==> config.mk <==
export PLATFORM = sky130hd
export DESIGN_NAME = lru_key_value_cache
export DESIGN_NICKNAME = d
export VERILOG_FILES = /design/src/design/lkvc_pkg.sv /design/src/design/lru_key_value_cache.sv
export VERILOG_INCLUDE_DIRS = /design/src /design/src/design
export SDC_FILE = /design/constraint.sdc
export NUM_CORES = 2
export LEC_CHECK = 0
export BUFFER_PORTS_ARGS = -buffer_cell sky130_fd_sc_hd__buf_2
export CAP_MARGIN = 40
export CORE_AREA = 2 2 530 321
export DETAILED_ROUTE_END_ITERATION = 12
export DIE_AREA = 0 0 532 323
export SLEW_MARGIN = 20
export SYNTH_ARGS = -nofsm -noshare
export SYNTH_HDL_FRONTEND = slang
export SYNTH_SLANG_ARGS = --single-unit
export TNS_END_PERCENT = 20
==> constraint.sdc <==
create_clock -name clk_i -period 14.9 [get_ports clk_i]
set_input_delay 0.745 -clock clk_i [delete_from_list [all_inputs] [get_ports clk_i]]
set_output_delay 0.745 -clock clk_i [all_outputs]
set_load 0.02 [all_outputs]
==> src/design/lru_key_value_cache_assert.svh <==
// Assertion macros for the LRU key-value cache.
// Both sample on clk_i and stay quiet while rst_ni is low.
`ifndef LRU_KEY_VALUE_CACHE_ASSERT_SVH
`define LRU_KEY_VALUE_CACHE_ASSERT_SVH

// Property must hold at every rising clock edge.
`define LKVC_ASSERT(lbl, prop, msg) \
  lbl: assert property (@(posedge clk_i) disable iff (!rst_ni) (prop)) else $error(msg);

// Condition must never be true.
`define LKVC_ASSERT_NEVER(lbl, cond, msg) \
  lbl: assert property (@(posedge clk_i) disable iff (!rst_ni) !(cond)) else $error(msg);

`endif

==> src/design/lkvc_pkg.sv <==
package lkvc_pkg;

  localparam int ENTRIES = 16;

  localparam int IDX_W   = (ENTRIES > 1) ? $clog2(ENTRIES) : 1;
  localparam int AGE_W   = IDX_W;
  localparam int THR_W   = AGE_W + 1;
  localparam int CNT_W   = $clog2(ENTRIES + 1);
  localparam int OCC_W   = $clog2(ENTRIES + 1);
  localparam int CAP_W   = 5;
  localparam int CMP_W   = (OCC_W > CAP_W) ? OCC_W : CAP_W;
  localparam int DATA_W  = 32;

  localparam logic [CAP_W-1:0] CAP_RESET = 5'd16;

  localparam logic [1:0] MODE_GET   = 2'd0;
  localparam logic [1:0] MODE_PUT   = 2'd1;
  localparam logic [1:0] MODE_ERASE = 2'd2;

  typedef enum logic [4:0] {
    ST_IDLE   = 5'b00001,
    ST_SCAN   = 5'b00010,
    ST_DECIDE = 5'b00100,
    ST_UPDATE = 5'b01000,
    ST_DONE   = 5'b10000
  } state_e;

endpackage

==> src/design/lru_key_value_cache.sv <==
// Recency-touching operations (get hit, put, erase hit) run a scan, a decide step and an
// age sweep before the result; the rest skip the sweep. One transaction in flight: the
// next is taken only once the result enters the output register, so output stalls delay
// it. The scan has one key compare; scan and sweep share one age unit.
// Reset: valid bits, ages, occupancy and output valid cleared, capacity back to 16.
// Key and value stores are not cleared; slots are only read behind their valid bit.
`include "lru_key_value_cache_assert.svh"

module lru_key_value_cache (
  input  logic                                  clk_i,
  input  logic                                  rst_ni,

  input  logic                                  cfg_valid_i,
  output logic                                  cfg_ready_o,
  input  logic [lkvc_pkg::CAP_W-1:0]            cfg_data_i,

  input  logic                                  in_valid_i,
  output logic                                  in_ready_o,
  input  logic [1:0]                            mode_i,
  input  logic signed [lkvc_pkg::DATA_W-1:0]    key_i,
  input  logic signed [lkvc_pkg::DATA_W-1:0]    value_i,

  output logic                                  out_valid_o,
  input  logic                                  out_ready_i,
  output logic                                  hit_o,
  output logic signed [lkvc_pkg::DATA_W-1:0]    read_value_o,
  output logic                                  evicted_o,
  output logic signed [lkvc_pkg::DATA_W-1:0]    evicted_key_o
);

  localparam int N = lkvc_pkg::ENTRIES;

  // ---------------------------------------------------------------------------
  // Sequencer state and transaction latch
  // ---------------------------------------------------------------------------
  lkvc_pkg::state_e state_q, state_d;
  logic [lkvc_pkg::CNT_W-1:0] cnt_q, cnt_d;

  logic [1:0]                     mode_q;
  logic [lkvc_pkg::DATA_W-1:0]    key_q;
  logic [lkvc_pkg::DATA_W-1:0]    val_q;

  logic [lkvc_pkg::CAP_W-1:0]     capacity_q;
  logic [lkvc_pkg::OCC_W-1:0]     occ_q, occ_d;

  // Per-slot control kept in flops
  logic [N-1:0]                   valid_q;
  logic [N-1:0][lkvc_pkg::AGE_W-1:0] age_q;

  // Key / value stores, one write and one registered read port each
  logic [lkvc_pkg::DATA_W-1:0]    key_mem [N];
  logic [lkvc_pkg::DATA_W-1:0]    val_mem [N];
  logic [lkvc_pkg::IDX_W-1:0]     rd_addr;
  logic [lkvc_pkg::DATA_W-1:0]    key_rd_q;
  logic [lkvc_pkg::DATA_W-1:0]    val_rd_q;
  logic                           wr_en;
  logic [lkvc_pkg::IDX_W-1:0]     wr_addr;
  logic [lkvc_pkg::DATA_W-1:0]    wr_key;
  logic [lkvc_pkg::DATA_W-1:0]    wr_val;

  // Scan results
  logic                           match_q;
  logic [lkvc_pkg::IDX_W-1:0]     match_idx_q;
  logic [lkvc_pkg::AGE_W-1:0]     match_age_q;
  logic [lkvc_pkg::DATA_W-1:0]    match_val_q;
  logic                           free_q;
  logic [lkvc_pkg::IDX_W-1:0]     free_idx_q;
  logic                           any_q;
  logic [lkvc_pkg::AGE_W-1:0]     top_q;
  logic [lkvc_pkg::IDX_W-1:0]     old_idx_q;
  logic [lkvc_pkg::DATA_W-1:0]    old_key_q;

  // Age sweep control, set up in the decide step
  logic [lkvc_pkg::IDX_W-1:0]     tgt_q, tgt_d;
  logic [lkvc_pkg::THR_W-1:0]     thr_q, thr_d;
  logic                           dec_q, dec_d;
  logic                           tgt_valid_q, tgt_valid_d;
  logic                           do_upd;

  // Pending result
  logic                           res_hit_q, res_hit_d;
  logic [lkvc_pkg::DATA_W-1:0]    res_rv_q, res_rv_d;
  logic                           res_ev_q, res_ev_d;
  logic [lkvc_pkg::DATA_W-1:0]    res_evk_q, res_evk_d;

  // Output register
  logic                           out_valid_q;
  logic                           out_hit_q;
  logic [lkvc_pkg::DATA_W-1:0]    out_rv_q;
  logic                           out_ev_q;
  logic [lkvc_pkg::DATA_W-1:0]    out_evk_q;

  logic in_acc;
  logic out_load;

  assign cfg_ready_o = 1'b1;
  assign in_ready_o  = (state_q == lkvc_pkg::ST_IDLE);
  assign in_acc      = in_valid_i && in_ready_o;
  assign out_load    = (state_q == lkvc_pkg::ST_DONE) && (!out_valid_q || out_ready_i);

  assign out_valid_o   = out_valid_q;
  assign hit_o         = out_hit_q;
  assign read_value_o  = out_rv_q;
  assign evicted_o     = out_ev_q;
  assign evicted_key_o = out_evk_q;

  // ---------------------------------------------------------------------------
  // Slot indexing. In the scan, count c issues the read of slot c and judges
  // slot c-1 whose key/value arrive from the registered read port.
  // ---------------------------------------------------------------------------
  logic [lkvc_pkg::IDX_W-1:0] eval_idx;
  logic [lkvc_pkg::IDX_W-1:0] upd_idx;
  logic [lkvc_pkg::IDX_W-1:0] cur_idx;
  logic                       scanning;
  logic                       eval_en;

  assign scanning = (state_q == lkvc_pkg::ST_SCAN);
  assign eval_en  = scanning && (cnt_q != '0);
  assign eval_idx = lkvc_pkg::IDX_W'(cnt_q - lkvc_pkg::CNT_W'(1));
  assign upd_idx  = cnt_q[lkvc_pkg::IDX_W-1:0];
  assign cur_idx  = scanning ? eval_idx : upd_idx;
  assign rd_addr  = (cnt_q < lkvc_pkg::CNT_W'(N)) ? cnt_q[lkvc_pkg::IDX_W-1:0] : '0;

  // ---------------------------------------------------------------------------
  // Shared age unit: one compare and one +/-1 step, used for the oldest-entry
  // search during the scan and for the recency sweep afterwards.
  // ---------------------------------------------------------------------------
  logic [lkvc_pkg::AGE_W-1:0] cur_age;
  logic                       cur_valid;
  logic [lkvc_pkg::THR_W-1:0] cmp_a, cmp_b;
  logic                       cmp_lt, cmp_eq;
  logic [lkvc_pkg::AGE_W-1:0] age_step;

  assign cur_age   = age_q[cur_idx];
  assign cur_valid = valid_q[cur_idx];
  assign cmp_a     = lkvc_pkg::THR_W'(cur_age);
  assign cmp_b     = scanning ? lkvc_pkg::THR_W'(top_q) : thr_q;
  assign cmp_lt    = (cmp_a < cmp_b);
  assign cmp_eq    = (cmp_a == cmp_b);
  assign age_step  = dec_q ? lkvc_pkg::AGE_W'(cur_age - lkvc_pkg::AGE_W'(1))
                           : lkvc_pkg::AGE_W'(cur_age + lkvc_pkg::AGE_W'(1));

  // ---------------------------------------------------------------------------
  // Effective capacity: zero acts as one, beyond the slot count clips.
  // ---------------------------------------------------------------------------
  logic [lkvc_pkg::CMP_W-1:0] cap_eff;
  logic                       room;

  always_comb begin
    cap_eff = lkvc_pkg::CMP_W'(capacity_q);
    if (capacity_q == '0) begin
      cap_eff = lkvc_pkg::CMP_W'(1);
    end else if (lkvc_pkg::CMP_W'(capacity_q) > lkvc_pkg::CMP_W'(N)) begin
      cap_eff = lkvc_pkg::CMP_W'(N);
    end
  end

  assign room = (lkvc_pkg::CMP_W'(occ_q) < cap_eff);

  // ---------------------------------------------------------------------------
  // Decide step: pick the target slot, the sweep rule and the result
  // ---------------------------------------------------------------------------
  always_comb begin
    tgt_d       = tgt_q;
    thr_d       = thr_q;
    dec_d       = dec_q;
    tgt_valid_d = tgt_valid_q;
    do_upd      = 1'b0;
    occ_d       = occ_q;
    res_hit_d   = 1'b0;
    res_rv_d    = '1;
    res_ev_d    = 1'b0;
    res_evk_d   = '0;
    wr_en       = 1'b0;
    wr_addr     = match_idx_q;
    wr_key      = key_q;
    wr_val      = val_q;

    case (mode_q)
      lkvc_pkg::MODE_GET: begin
        if (match_q) begin
          res_hit_d   = 1'b1;
          res_rv_d    = match_val_q;
          tgt_d       = match_idx_q;
          thr_d       = lkvc_pkg::THR_W'(match_age_q);
          dec_d       = 1'b0;
          tgt_valid_d = 1'b1;
          do_upd      = 1'b1;
        end
      end
      lkvc_pkg::MODE_PUT: begin
        wr_en       = 1'b1;
        dec_d       = 1'b0;
        tgt_valid_d = 1'b1;
        do_upd      = 1'b1;
        if (match_q) begin
          // refresh in place
          res_hit_d = 1'b1;
          tgt_d     = match_idx_q;
          thr_d     = lkvc_pkg::THR_W'(match_age_q);
          wr_addr   = match_idx_q;
        end else if (room && free_q) begin
          // plain insert: every live entry ages
          tgt_d   = free_idx_q;
          thr_d   = lkvc_pkg::THR_W'(N);
          wr_addr = free_idx_q;
          occ_d   = lkvc_pkg::OCC_W'(occ_q + lkvc_pkg::OCC_W'(1));
        end else if (any_q) begin
          // replace the least recent entry
          res_ev_d  = 1'b1;
          res_evk_d = old_key_q;
          tgt_d     = old_idx_q;
          thr_d     = lkvc_pkg::THR_W'(top_q);
          wr_addr   = old_idx_q;
        end else begin
          // nothing live at all: insert at the default slot
          tgt_d   = old_idx_q;
          thr_d   = lkvc_pkg::THR_W'(N);
          wr_addr = old_idx_q;
          occ_d   = lkvc_pkg::OCC_W'(occ_q + lkvc_pkg::OCC_W'(1));
        end
      end
      lkvc_pkg::MODE_ERASE: begin
        if (match_q) begin
          res_hit_d   = 1'b1;
          tgt_d       = match_idx_q;
          thr_d       = lkvc_pkg::THR_W'(match_age_q);
          dec_d       = 1'b1;
          tgt_valid_d = 1'b0;
          do_upd      = 1'b1;
          if (occ_q != '0) begin
            occ_d = lkvc_pkg::OCC_W'(occ_q - lkvc_pkg::OCC_W'(1));
          end
        end
      end
      default: begin
        // unused mode: no change
      end
    endcase

    if (state_q != lkvc_pkg::ST_DECIDE) begin
      wr_en  = 1'b0;
      do_upd = 1'b0;
      occ_d  = occ_q;
    end
  end

  // ---------------------------------------------------------------------------
  // Next state
  // ---------------------------------------------------------------------------
  always_comb begin
    state_d = state_q;
    cnt_d   = cnt_q;
    case (state_q)
      lkvc_pkg::ST_IDLE: begin
        if (in_acc) begin
          state_d = lkvc_pkg::ST_SCAN;
          cnt_d   = '0;
        end
      end
      lkvc_pkg::ST_SCAN: begin
        if (cnt_q == lkvc_pkg::CNT_W'(N)) begin
          state_d = lkvc_pkg::ST_DECIDE;
          cnt_d   = '0;
        end else begin
          cnt_d = lkvc_pkg::CNT_W'(cnt_q + lkvc_pkg::CNT_W'(1));
        end
      end
      lkvc_pkg::ST_DECIDE: begin
        cnt_d   = '0;
        state_d = do_upd ? lkvc_pkg::ST_UPDATE : lkvc_pkg::ST_DONE;
      end
      lkvc_pkg::ST_UPDATE: begin
        if (cnt_q == lkvc_pkg::CNT_W'(N - 1)) begin
          state_d = lkvc_pkg::ST_DONE;
          cnt_d   = '0;
        end else begin
          cnt_d = lkvc_pkg::CNT_W'(cnt_q + lkvc_pkg::CNT_W'(1));
        end
      end
      lkvc_pkg::ST_DONE: begin
        if (out_load) begin
          state_d = lkvc_pkg::ST_IDLE;
        end
      end
      default: begin
        state_d = lkvc_pkg::ST_IDLE;
        cnt_d   = '0;
      end
    endcase
  end

  // ---------------------------------------------------------------------------
  // Control registers
  // ---------------------------------------------------------------------------
  always_ff @(posedge clk_i or negedge rst_ni) begin
    if (!rst_ni) begin
      state_q    <= lkvc_pkg::ST_IDLE;
      cnt_q      <= '0;
      capacity_q <= lkvc_pkg::CAP_RESET;
      occ_q      <= '0;
      out_valid_q <= 1'b0;
    end else begin
      state_q <= state_d;
      cnt_q   <= cnt_d;
      occ_q   <= occ_d;
      if (cfg_valid_i && cfg_ready_o) begin
        capacity_q <= cfg_data_i;
      end
      if (out_load) begin
        out_valid_q <= 1'b1;
      end else if (out_ready_i) begin
        out_valid_q <= 1'b0;
      end
    end
  end

  // Slot valid bits and ages; the sweep visits one slot a cycle
  always_ff @(posedge clk_i or negedge rst_ni) begin
    if (!rst_ni) begin
      valid_q <= '0;
      age_q   <= '0;
    end else if (state_q == lkvc_pkg::ST_UPDATE) begin
      if (upd_idx == tgt_q) begin
        valid_q[upd_idx] <= tgt_valid_q;
        age_q[upd_idx]   <= '0;
      end else if (cur_valid) begin
        if (!dec_q && cmp_lt) begin
          age_q[upd_idx] <= age_step;
        end else if (dec_q && !cmp_lt && !cmp_eq) begin
          age_q[upd_idx] <= age_step;
        end
      end
    end
  end

  // ---------------------------------------------------------------------------
  // Payload registers
  // ---------------------------------------------------------------------------
  always_ff @(posedge clk_i) begin
    if (in_acc) begin
      mode_q    <= mode_i;
      key_q     <= key_i;
      val_q     <= value_i;
      match_q   <= 1'b0;
      free_q    <= 1'b0;
      any_q     <= 1'b0;
      top_q     <= '0;
      old_idx_q <= '0;
    end else if (eval_en) begin
      if (cur_valid && (key_rd_q == key_q) && !match_q) begin
        match_q     <= 1'b1;
        match_idx_q <= eval_idx;
        match_age_q <= cur_age;
        match_val_q <= val_rd_q;
      end
      if (!cur_valid && !free_q) begin
        free_q     <= 1'b1;
        free_idx_q <= eval_idx;
      end
      // last slot with the highest age wins
      if (cur_valid && !cmp_lt) begin
        any_q     <= 1'b1;
        top_q     <= cur_age;
        old_idx_q <= eval_idx;
        old_key_q <= key_rd_q;
      end
    end

    if (state_q == lkvc_pkg::ST_DECIDE) begin
      tgt_q       <= tgt_d;
      thr_q       <= thr_d;
      dec_q       <= dec_d;
      tgt_valid_q <= tgt_valid_d;
      res_hit_q   <= res_hit_d;
      res_rv_q    <= res_rv_d;
      res_ev_q    <= res_ev_d;
      res_evk_q   <= res_evk_d;
    end

    if (out_load) begin
      out_hit_q <= res_hit_q;
      out_rv_q  <= res_rv_q;
      out_ev_q  <= res_ev_q;
      out_evk_q <= res_evk_q;
    end
  end

  // Key / value stores
  always_ff @(posedge clk_i) begin
    if (wr_en) begin
      key_mem[wr_addr] <= wr_key;
      val_mem[wr_addr] <= wr_val;
    end
    key_rd_q <= key_mem[rd_addr];
    val_rd_q <= val_mem[rd_addr];
  end

  // ---------------------------------------------------------------------------
  // Assertions
  // ---------------------------------------------------------------------------
  `LKVC_ASSERT(a_occ_matches_valid, (state_q == lkvc_pkg::ST_IDLE) |-> ($countones(valid_q) == occ_q), "occupancy out of step with valid bits")
  `LKVC_ASSERT_NEVER(a_occ_bound, (occ_q > lkvc_pkg::OCC_W'(N)), "occupancy above slot count")
  `LKVC_ASSERT(a_evict_not_hit, (out_valid_q && out_ev_q) |-> !out_hit_q, "eviction reported on a hit")
  `LKVC_ASSERT(a_accept_scans, in_acc |=> (state_q == lkvc_pkg::ST_SCAN), "accepted transaction did not start a scan")

endmodule

Word level (Yosys, flattened, before mapping)
Memories as Yosys holds them, arrays and structs flattened. A register that Yosys moved wholly into a read port is not among the register bits.
Cells that the tools add are included.
{"block": "word_totals", "reg_bits": 397, "ramBits": 1024, "input_bits": 76, "output_inout_bits": 69, "elab_cells": 200, "memories": 2}
{"name": "key_mem", "words": 16, "width": 32, "rd": 1, "rd_clocked_by_memory_dff": 1, "write_ports": 1, "line_no": "lru_key_value_cache.sv:51", "text": "logic [lkvc_pkg::DATA_W-1:0] key_mem [N];"}
{"name": "val_mem", "words": 16, "width": 32, "rd": 1, "rd_clocked_by_memory_dff": 1, "write_ports": 1, "line_no": "lru_key_value_cache.sv:52", "text": "logic [lkvc_pkg::DATA_W-1:0] val_mem [N];"}
{"block": "op_classes", "add_sub_neg": 6, "order_cmp": 7, "n_eq_ne": 23, "n_mux": 60, "bitwise_logic": 7, "reduce_logical": 48}
{"cell": "$mux W64", "n": 4}
{"cell": "$mux W5", "n": 20}
{"cell": "$and A64 B64 Y64", "n": 1}
{"cell": "$bwmux W64", "n": 1}
{"cell": "$not A64 Y64", "n": 1}
{"cell": "$mux W4", "n": 9}
{"cell": "$eq A32 B32 Y1", "n": 1}
{"cell": "$pmux W5 S5", "n": 1}
{"cell": "$pmux W5 S2", "n": 2}
{"cell": "$pmux W5 S4", "n": 1}
{"cell": "$bmux W4 S4", "n": 1}
{"cell": "$bwmux W16", "n": 1}
{"cell": "$demux W4 S4", "n": 1}
{"cell": "$reduce_and A3 Y1", "n": 5}
{"cell": "$mux W1", "n": 13}
{"cell": "$logic_and A1 B1 Y1", "n": 12}
{"cell": "$ne A2 B2 Y1 const B", "n": 6}
{"cell": "$reduce_and A2 Y1", "n": 6}
{"cell": "$add A5 B1 Y5 const B", "n": 2}
{"cell": "$eq A5 B4 Y1 const B", "n": 2}
{"cell": "$eq A5 B5 Y1 const B", "n": 2}
{"cell": "$lt A4 B5 Y1 const B", "n": 2}
{"cell": "$reduce_bool A5 Y1", "n": 2}
{"cell": "$pmux W4 S2", "n": 1}
{"cell": "34 further kinds", "n": 54}

Depth between registers and ports, before layout
{"block": "logic_depth", "depth_word": 12, "mapped_depth": 24, "ltp_nobuf": 17}

Worst setup path before layout
OpenSTA, ideal clock, no wires.
{"block": "synth_timing", "path_kind": "register to register", "start": "reg state_q[1]", "end": "mem key_mem[7][0] (netlist bit), enable pin", "setup_time_ps": 487, "arrival_ps": 5374, "required_time_ps": 14413, "slack_ps": 9040, "path_stages_with_launch": 7, "n_path_buf": 0, "synth_period_minus_slack_ps": 5860, "cell_sequence": "dfrtp_1 nor2_1 nand4bb_1 inv_1 and2_1 o2111ai_1 nor2_1"}
{"block": "synth_between", "elab_chain_len": 4}
{"element": "from (decl)", "line_no": "lru_key_value_cache.sv:36", "text": "lkvc_pkg::state_e state_q, state_d;"}
{"element": "from (signal assigned)", "line_no": "lru_key_value_cache.sv:298", "text": "state_q <= lkvc_pkg::ST_IDLE;"}
{"element": "from (signal assigned)", "line_no": "lru_key_value_cache.sv:304", "text": "state_q <= state_d;"}
{"element": "$ne A5 B3 Y1", "line_no": "lru_key_value_cache.sv:241", "text": "if (state_q != lkvc_pkg::ST_DECIDE) begin"}
{"element": "$mux W1", "line_no": "lru_key_value_cache.sv:241"}
{"element": "$mux W1", "line_no": "lru_key_value_cache.sv:391", "text": "if (wr_en) begin"}
{"element": "$mux W1 (implied by the code)", "line_no": "lru_key_value_cache.sv:392", "text": "key_mem[wr_addr] <= wr_key;"}
{"element": "to (decl)", "line_no": "lru_key_value_cache.sv:51"}
Every way passes these cells.

Worst setup path in the final report
{"block": "layout_timing", "start": "reg cnt_q[1] (netlist bit)", "end": "reg age_q[6] (netlist bit)"}
{"block": "layout_between", "elab_chain_len": 11, "elab_cells_between_ends": 32, "cone_classes": "add/sub (3); order compare (3); eq/ne (2); mux (13); bitwise (2); reduce/logical (9)"}
{"element": "from (decl)", "line_no": "lru_key_value_cache.sv:37", "text": "logic [lkvc_pkg::CNT_W-1:0] cnt_q, cnt_d;"}
{"element": "from (signal assigned)", "line_no": "lru_key_value_cache.sv:305", "text": "cnt_q <= cnt_d;"}
{"element": "$sub A4 B1 Y4 *", "line_no": "lru_key_value_cache.sv:119", "text": "assign eval_idx = lkvc_pkg::IDX_W'(cnt_q - lkvc_pkg::CNT_W'(1));"}
{"element": "named net eval_idx, one bit", "line_no": "lru_key_value_cache.sv:111", "text": "logic [lkvc_pkg::IDX_W-1:0] eval_idx;"}
{"element": "$mux W4 *", "line_no": "lru_key_value_cache.sv:121", "text": "assign cur_idx = scanning ? eval_idx : upd_idx;"}
{"element": "$bmux W4 S4 *", "line_no": "lru_key_value_cache.sv:134", "text": "assign cur_age = age_q[cur_idx];"}
{"element": "$mux W4 (implied by the code) *", "line_no": "lru_key_value_cache.sv:134"}
{"element": "named net cur_age, one bit", "line_no": "lru_key_value_cache.sv:128", "text": "logic [lkvc_pkg::AGE_W-1:0] cur_age;"}
{"element": "$add A4 B1 Y4 / $sub A4 B1 Y4 (equally long branches)", "line_no": "lru_key_value_cache.sv:141, lru_key_value_cache.sv:140"}
{"element": "$mux W4", "line_no": "lru_key_value_cache.sv:140", "text": "assign age_step = dec_q ? lkvc_pkg::AGE_W'(cur_age - lkvc_pkg::AGE_W'(1))"}
{"element": "$bwmux W64", "line_no": "lru_key_value_cache.sv:329, lru_key_value_cache.sv:331"}
{"element": "$mux W64", "line_no": "lru_key_value_cache.sv:330", "text": "end else if (dec_q && !cmp_lt && !cmp_eq) begin"}
{"element": "$mux W64", "line_no": "lru_key_value_cache.sv:328", "text": "if (!dec_q && cmp_lt) begin"}
{"element": "$mux W64", "line_no": "lru_key_value_cache.sv:327", "text": "end else if (cur_valid) begin"}
{"element": "$mux W64", "line_no": "lru_key_value_cache.sv:324", "text": "if (upd_idx == tgt_q) begin"}
{"element": "to (signal, indexed assignment)", "line_no": "lru_key_value_cache.sv:329", "text": "age_q[upd_idx] <= age_step;"}
{"element": "to (signal, indexed assignment)", "line_no": "lru_key_value_cache.sv:331", "text": "age_q[upd_idx] <= age_step;"}
{"element": "to (decl)", "line_no": "lru_key_value_cache.sv:48", "text": "logic [N-1:0][lkvc_pkg::AGE_W-1:0] age_q;"}
The timed path passes the listed nets; every way through them passes the cells marked *. The select of a mux whose other input is x is not followed.
A chain may end at the register's enable or synchronous reset.

==> metrics.yaml <==
rows: 117
rsz0062_at_grt: "no"
nNetsFinal: 3981
grt_max_degree: 129
required_ns: 15.55
relSlewSlack_pct: 35.6
status: "completed"
worstReg2RegStart: "cnt_q[1]"
place_area_sq_um: 62300
start_kind: "flip-flop"
synth_area_sq_um: 58100
clockRootBuffer: "clkbuf_16"
grt_pass1_vias: 32000
hold_violations: 0
r2r_setup_slack_ns: 8.83
die_area_sq_um: 172000
yosys_most_used_dff: "edfxtp_1"
grt_util_all_layers_pct: 17.7
fin_crit_sh_pct: 40.7
clock_path_buffers: 4
synthTopCellsByArea: "edfxtp_1, dfrtp_1, mux2_2"
worst_r2r_endpoint: "age_q[6]"
whs_endpoint: "val_q[13]"
drv_cap: 0
ir_drop_v: 0.0000851
syn_avg_cell_area_sq_um: 15.7
grt-ovfl-total: 0
synth_edf_count: 1309
fin_worst_skew_ns: 0.0569
worstPathMaxFanout: 47
power_mw: 10.1
syn-num-nets: 3801
drive_gt1_share_pct: 19.5
finalCriticalPeriod_ns: 6.07
synthDistinctLibCells: 76
core_sq_um: 168000
finalSetupViolations: 0
grt_pass1_wl_um: 225000
vias: 33000
cts_resized: 0
netlist_instances: 3700
h-tree-depth: 4
synth_seq_area_share_pct: 74.5
hold_class: "primary input to flip-flop"
power.leakage_nw: 22.1
final_area_sq_um: 66900
wire_per_inst_um: 24.8
arrival_ns: 6.72
dp_hpwl_um: 89600
endpoint_kind: "flip-flop"
die_y_um: 323
ios: 145
firstDrtPassIters: 6
layoutNonFillerInstCount: 6248
critPathKind: "flip-flop to flip-flop"
drv_slew: 0
cts_sinks: 1485
synth_top_area_share_pct: 67.6
r2r_cells: 18
portBuffers: 143
yosys_warnings: 0
area_delta_synth_final_pct: 15.1
first_iter_violations: 3857
p_per_area_nw_per_um2: 151
cts_tree: "built"
max_freq_mhz: 165
drc: 0
gp_routability_congestion: 0.863
dp_cells: 5981
yosys.area.top_type: "edfxtp_1"
die_x_um: 532
antenna_found_initial: 8
clock_latency_ns: 0.79
tightestPinTransition_ns: 0.967
min-delay-start: "value_i[13]"
wirelength_um: 155000
start_util_pct: 34.6
clkTransAtPathRegs_ns: 0.07
cts_buffers: 146
ys_seq_elements: 1485
drtAntennaViolNets: 0
final.setup.tns_ns: 0
whs_path_depth: 1
vias_per_cell: 5.29
synthArstFlopShare_pct: 6.80
==> critical path, stage by stage, from the launching register on <==
cell and delay (ns):
dfrtp_4 0.91, inv_4 0.40, ha_1 0.72, inv_1 0.26, nand3_1 0.10, o21ai_1 0.46
mux4_2 0.42, a22oi_1 0.21, nand2_1 0.19, ha_1 0.34, nor2b_1 0.13, o21bai_1 0.09
a22oi_1 0.19, mux2i_1 0.23, nand4_1 0.15, and2_1 0.18, buf_4 0.28, nor2_2 0.30
mux2_2 0.38
==> report_power, final <==
part	internal, mW	switching, mW
logic	0.536	0.925
registers	4.86	0.262
clock network	1.98	1.55
total	7.38	2.74
==> layout by cell type (no fill, tap or decap), types with 73 or more instances in the layout <==
cell type	instances
edfxtp_1	1309
nand2_1	322
mux2i_1	209
a21oi_1	203
mux2_2	188
o21ai_0	160
clkbuf_16	147
buf_2	146
nor2_1	113
dfrtp_1	95
nand3_1	89
dfxtp_1	75
nor3_1	73
==> metal layers <==
layer  global-route usage [%]  share of wire (%)  up-vias  routed length, um
li1                         -                  -    14600                  -
met1                     26.8                 46    16800              71900
met2                     25.4                 42     1468              65100
met3                     4.50                9.8      213              15100
met4                     3.64                1.7        2               2690
met5                        0             0.0052        -                  8
==> area by class of cell <==
type / count / area, sq um
clock inverters: 47 / 427
fillers: 15200 / 101000
diodes: 4 / 10.0
multi-input cells: 1962 / 13900
clock buffers: 204 / 4000
repair buffers: 253 / 2200
inverters: 32 / 129
flip-flops and latches: 1485 / 43400
well taps: 2261 / 2830
==> kinds of logic (layout without fill, tap and decap cells) <==
logic type,after synthesis,after routing,share of synthesized area [%]
adder cells (fa/ha/maj),25,25,0.564
AO/OA/AOI/OAI,692,692,7.66
buffers and inverters,253,536,1.82
flip-flops,1485,1485,74.5
multiplexers,441,441,8.71
other,1,5,0.00645
XOR/XNOR,48,48,0.749
AND/OR/NAND/NOR,755,755,5.94
==> synthesized netlist by cell type, types with 12 or more instances <==
master / number
o221ai_1: 64
dfrtp_1: 99
nor2_1: 135
nand3_1: 89
a22oi_1: 69
nand2_1: 325
ha_1: 23
inv_1: 30
xnor2_1: 12
a211oi_1: 65
o21ai_0: 160
clkbuf_1: 152
mux4_2: 32
mux2i_1: 209
or2_2: 35
and2_1: 37
a21oi_1: 204
xor2_1: 34
nor3_1: 73
o31ai_1: 67
edfxtp_1: 1309
mux2_2: 188
buf_2: 38
mux2_1: 12
buf_1: 21
dfxtp_1: 75
==> per-stage QoR <==
step	hold slack, ns	worst slack, ns	utilization (%)
finish	0.121	8.83	39.8
global placement	0.387	8.88	36.6
detailed placement	0.390	8.86	37.1
global route	0.0834	8.55	39.8
floorplan	0.386	9.04	-
CTS	0.0739	8.88	39.7
==> registers in the layout, indices dropped and copies added, names as in the netlist, 16 cells and up <==
name,flops
val_q,32
res_evk_q,32
old_key_q,32
key_q,32
read_value_o,32
val_mem,512
valid_q,16
key_rd_q,32
val_rd_q,32
res_rv_q,32
age_q,64
evicted_key_o,32
match_val_q,32
key_mem,512
==> worst max-delay path by stage <==
stage / start / end / slack (ns) / cells past startpoint
after global routing: cnt_q[1] / age_q[10] / 8.55 / 18
after CTS: cnt_q[1] / age_q[6] / 8.88 / 18
after detailed placement: cnt_q[1] / age_q[6] / 8.86 / 18
final: cnt_q[1] / age_q[6] / 8.83 / 18
after floorplan: state_q[1] / key_mem[7][0] / 9.04 / 6
after global placement: cnt_q[1] / age_q[10] / 8.88 / 16
==> timing repair <==
item | CTS | global route
setup buffers | 0 | 0
endpoints found under the setup margin | 0 | 0
endpoints found under the hold margin | 37 | 0
hold buffers | 1 | 0
No activity file was read; power rests on OpenSTA's default activity.
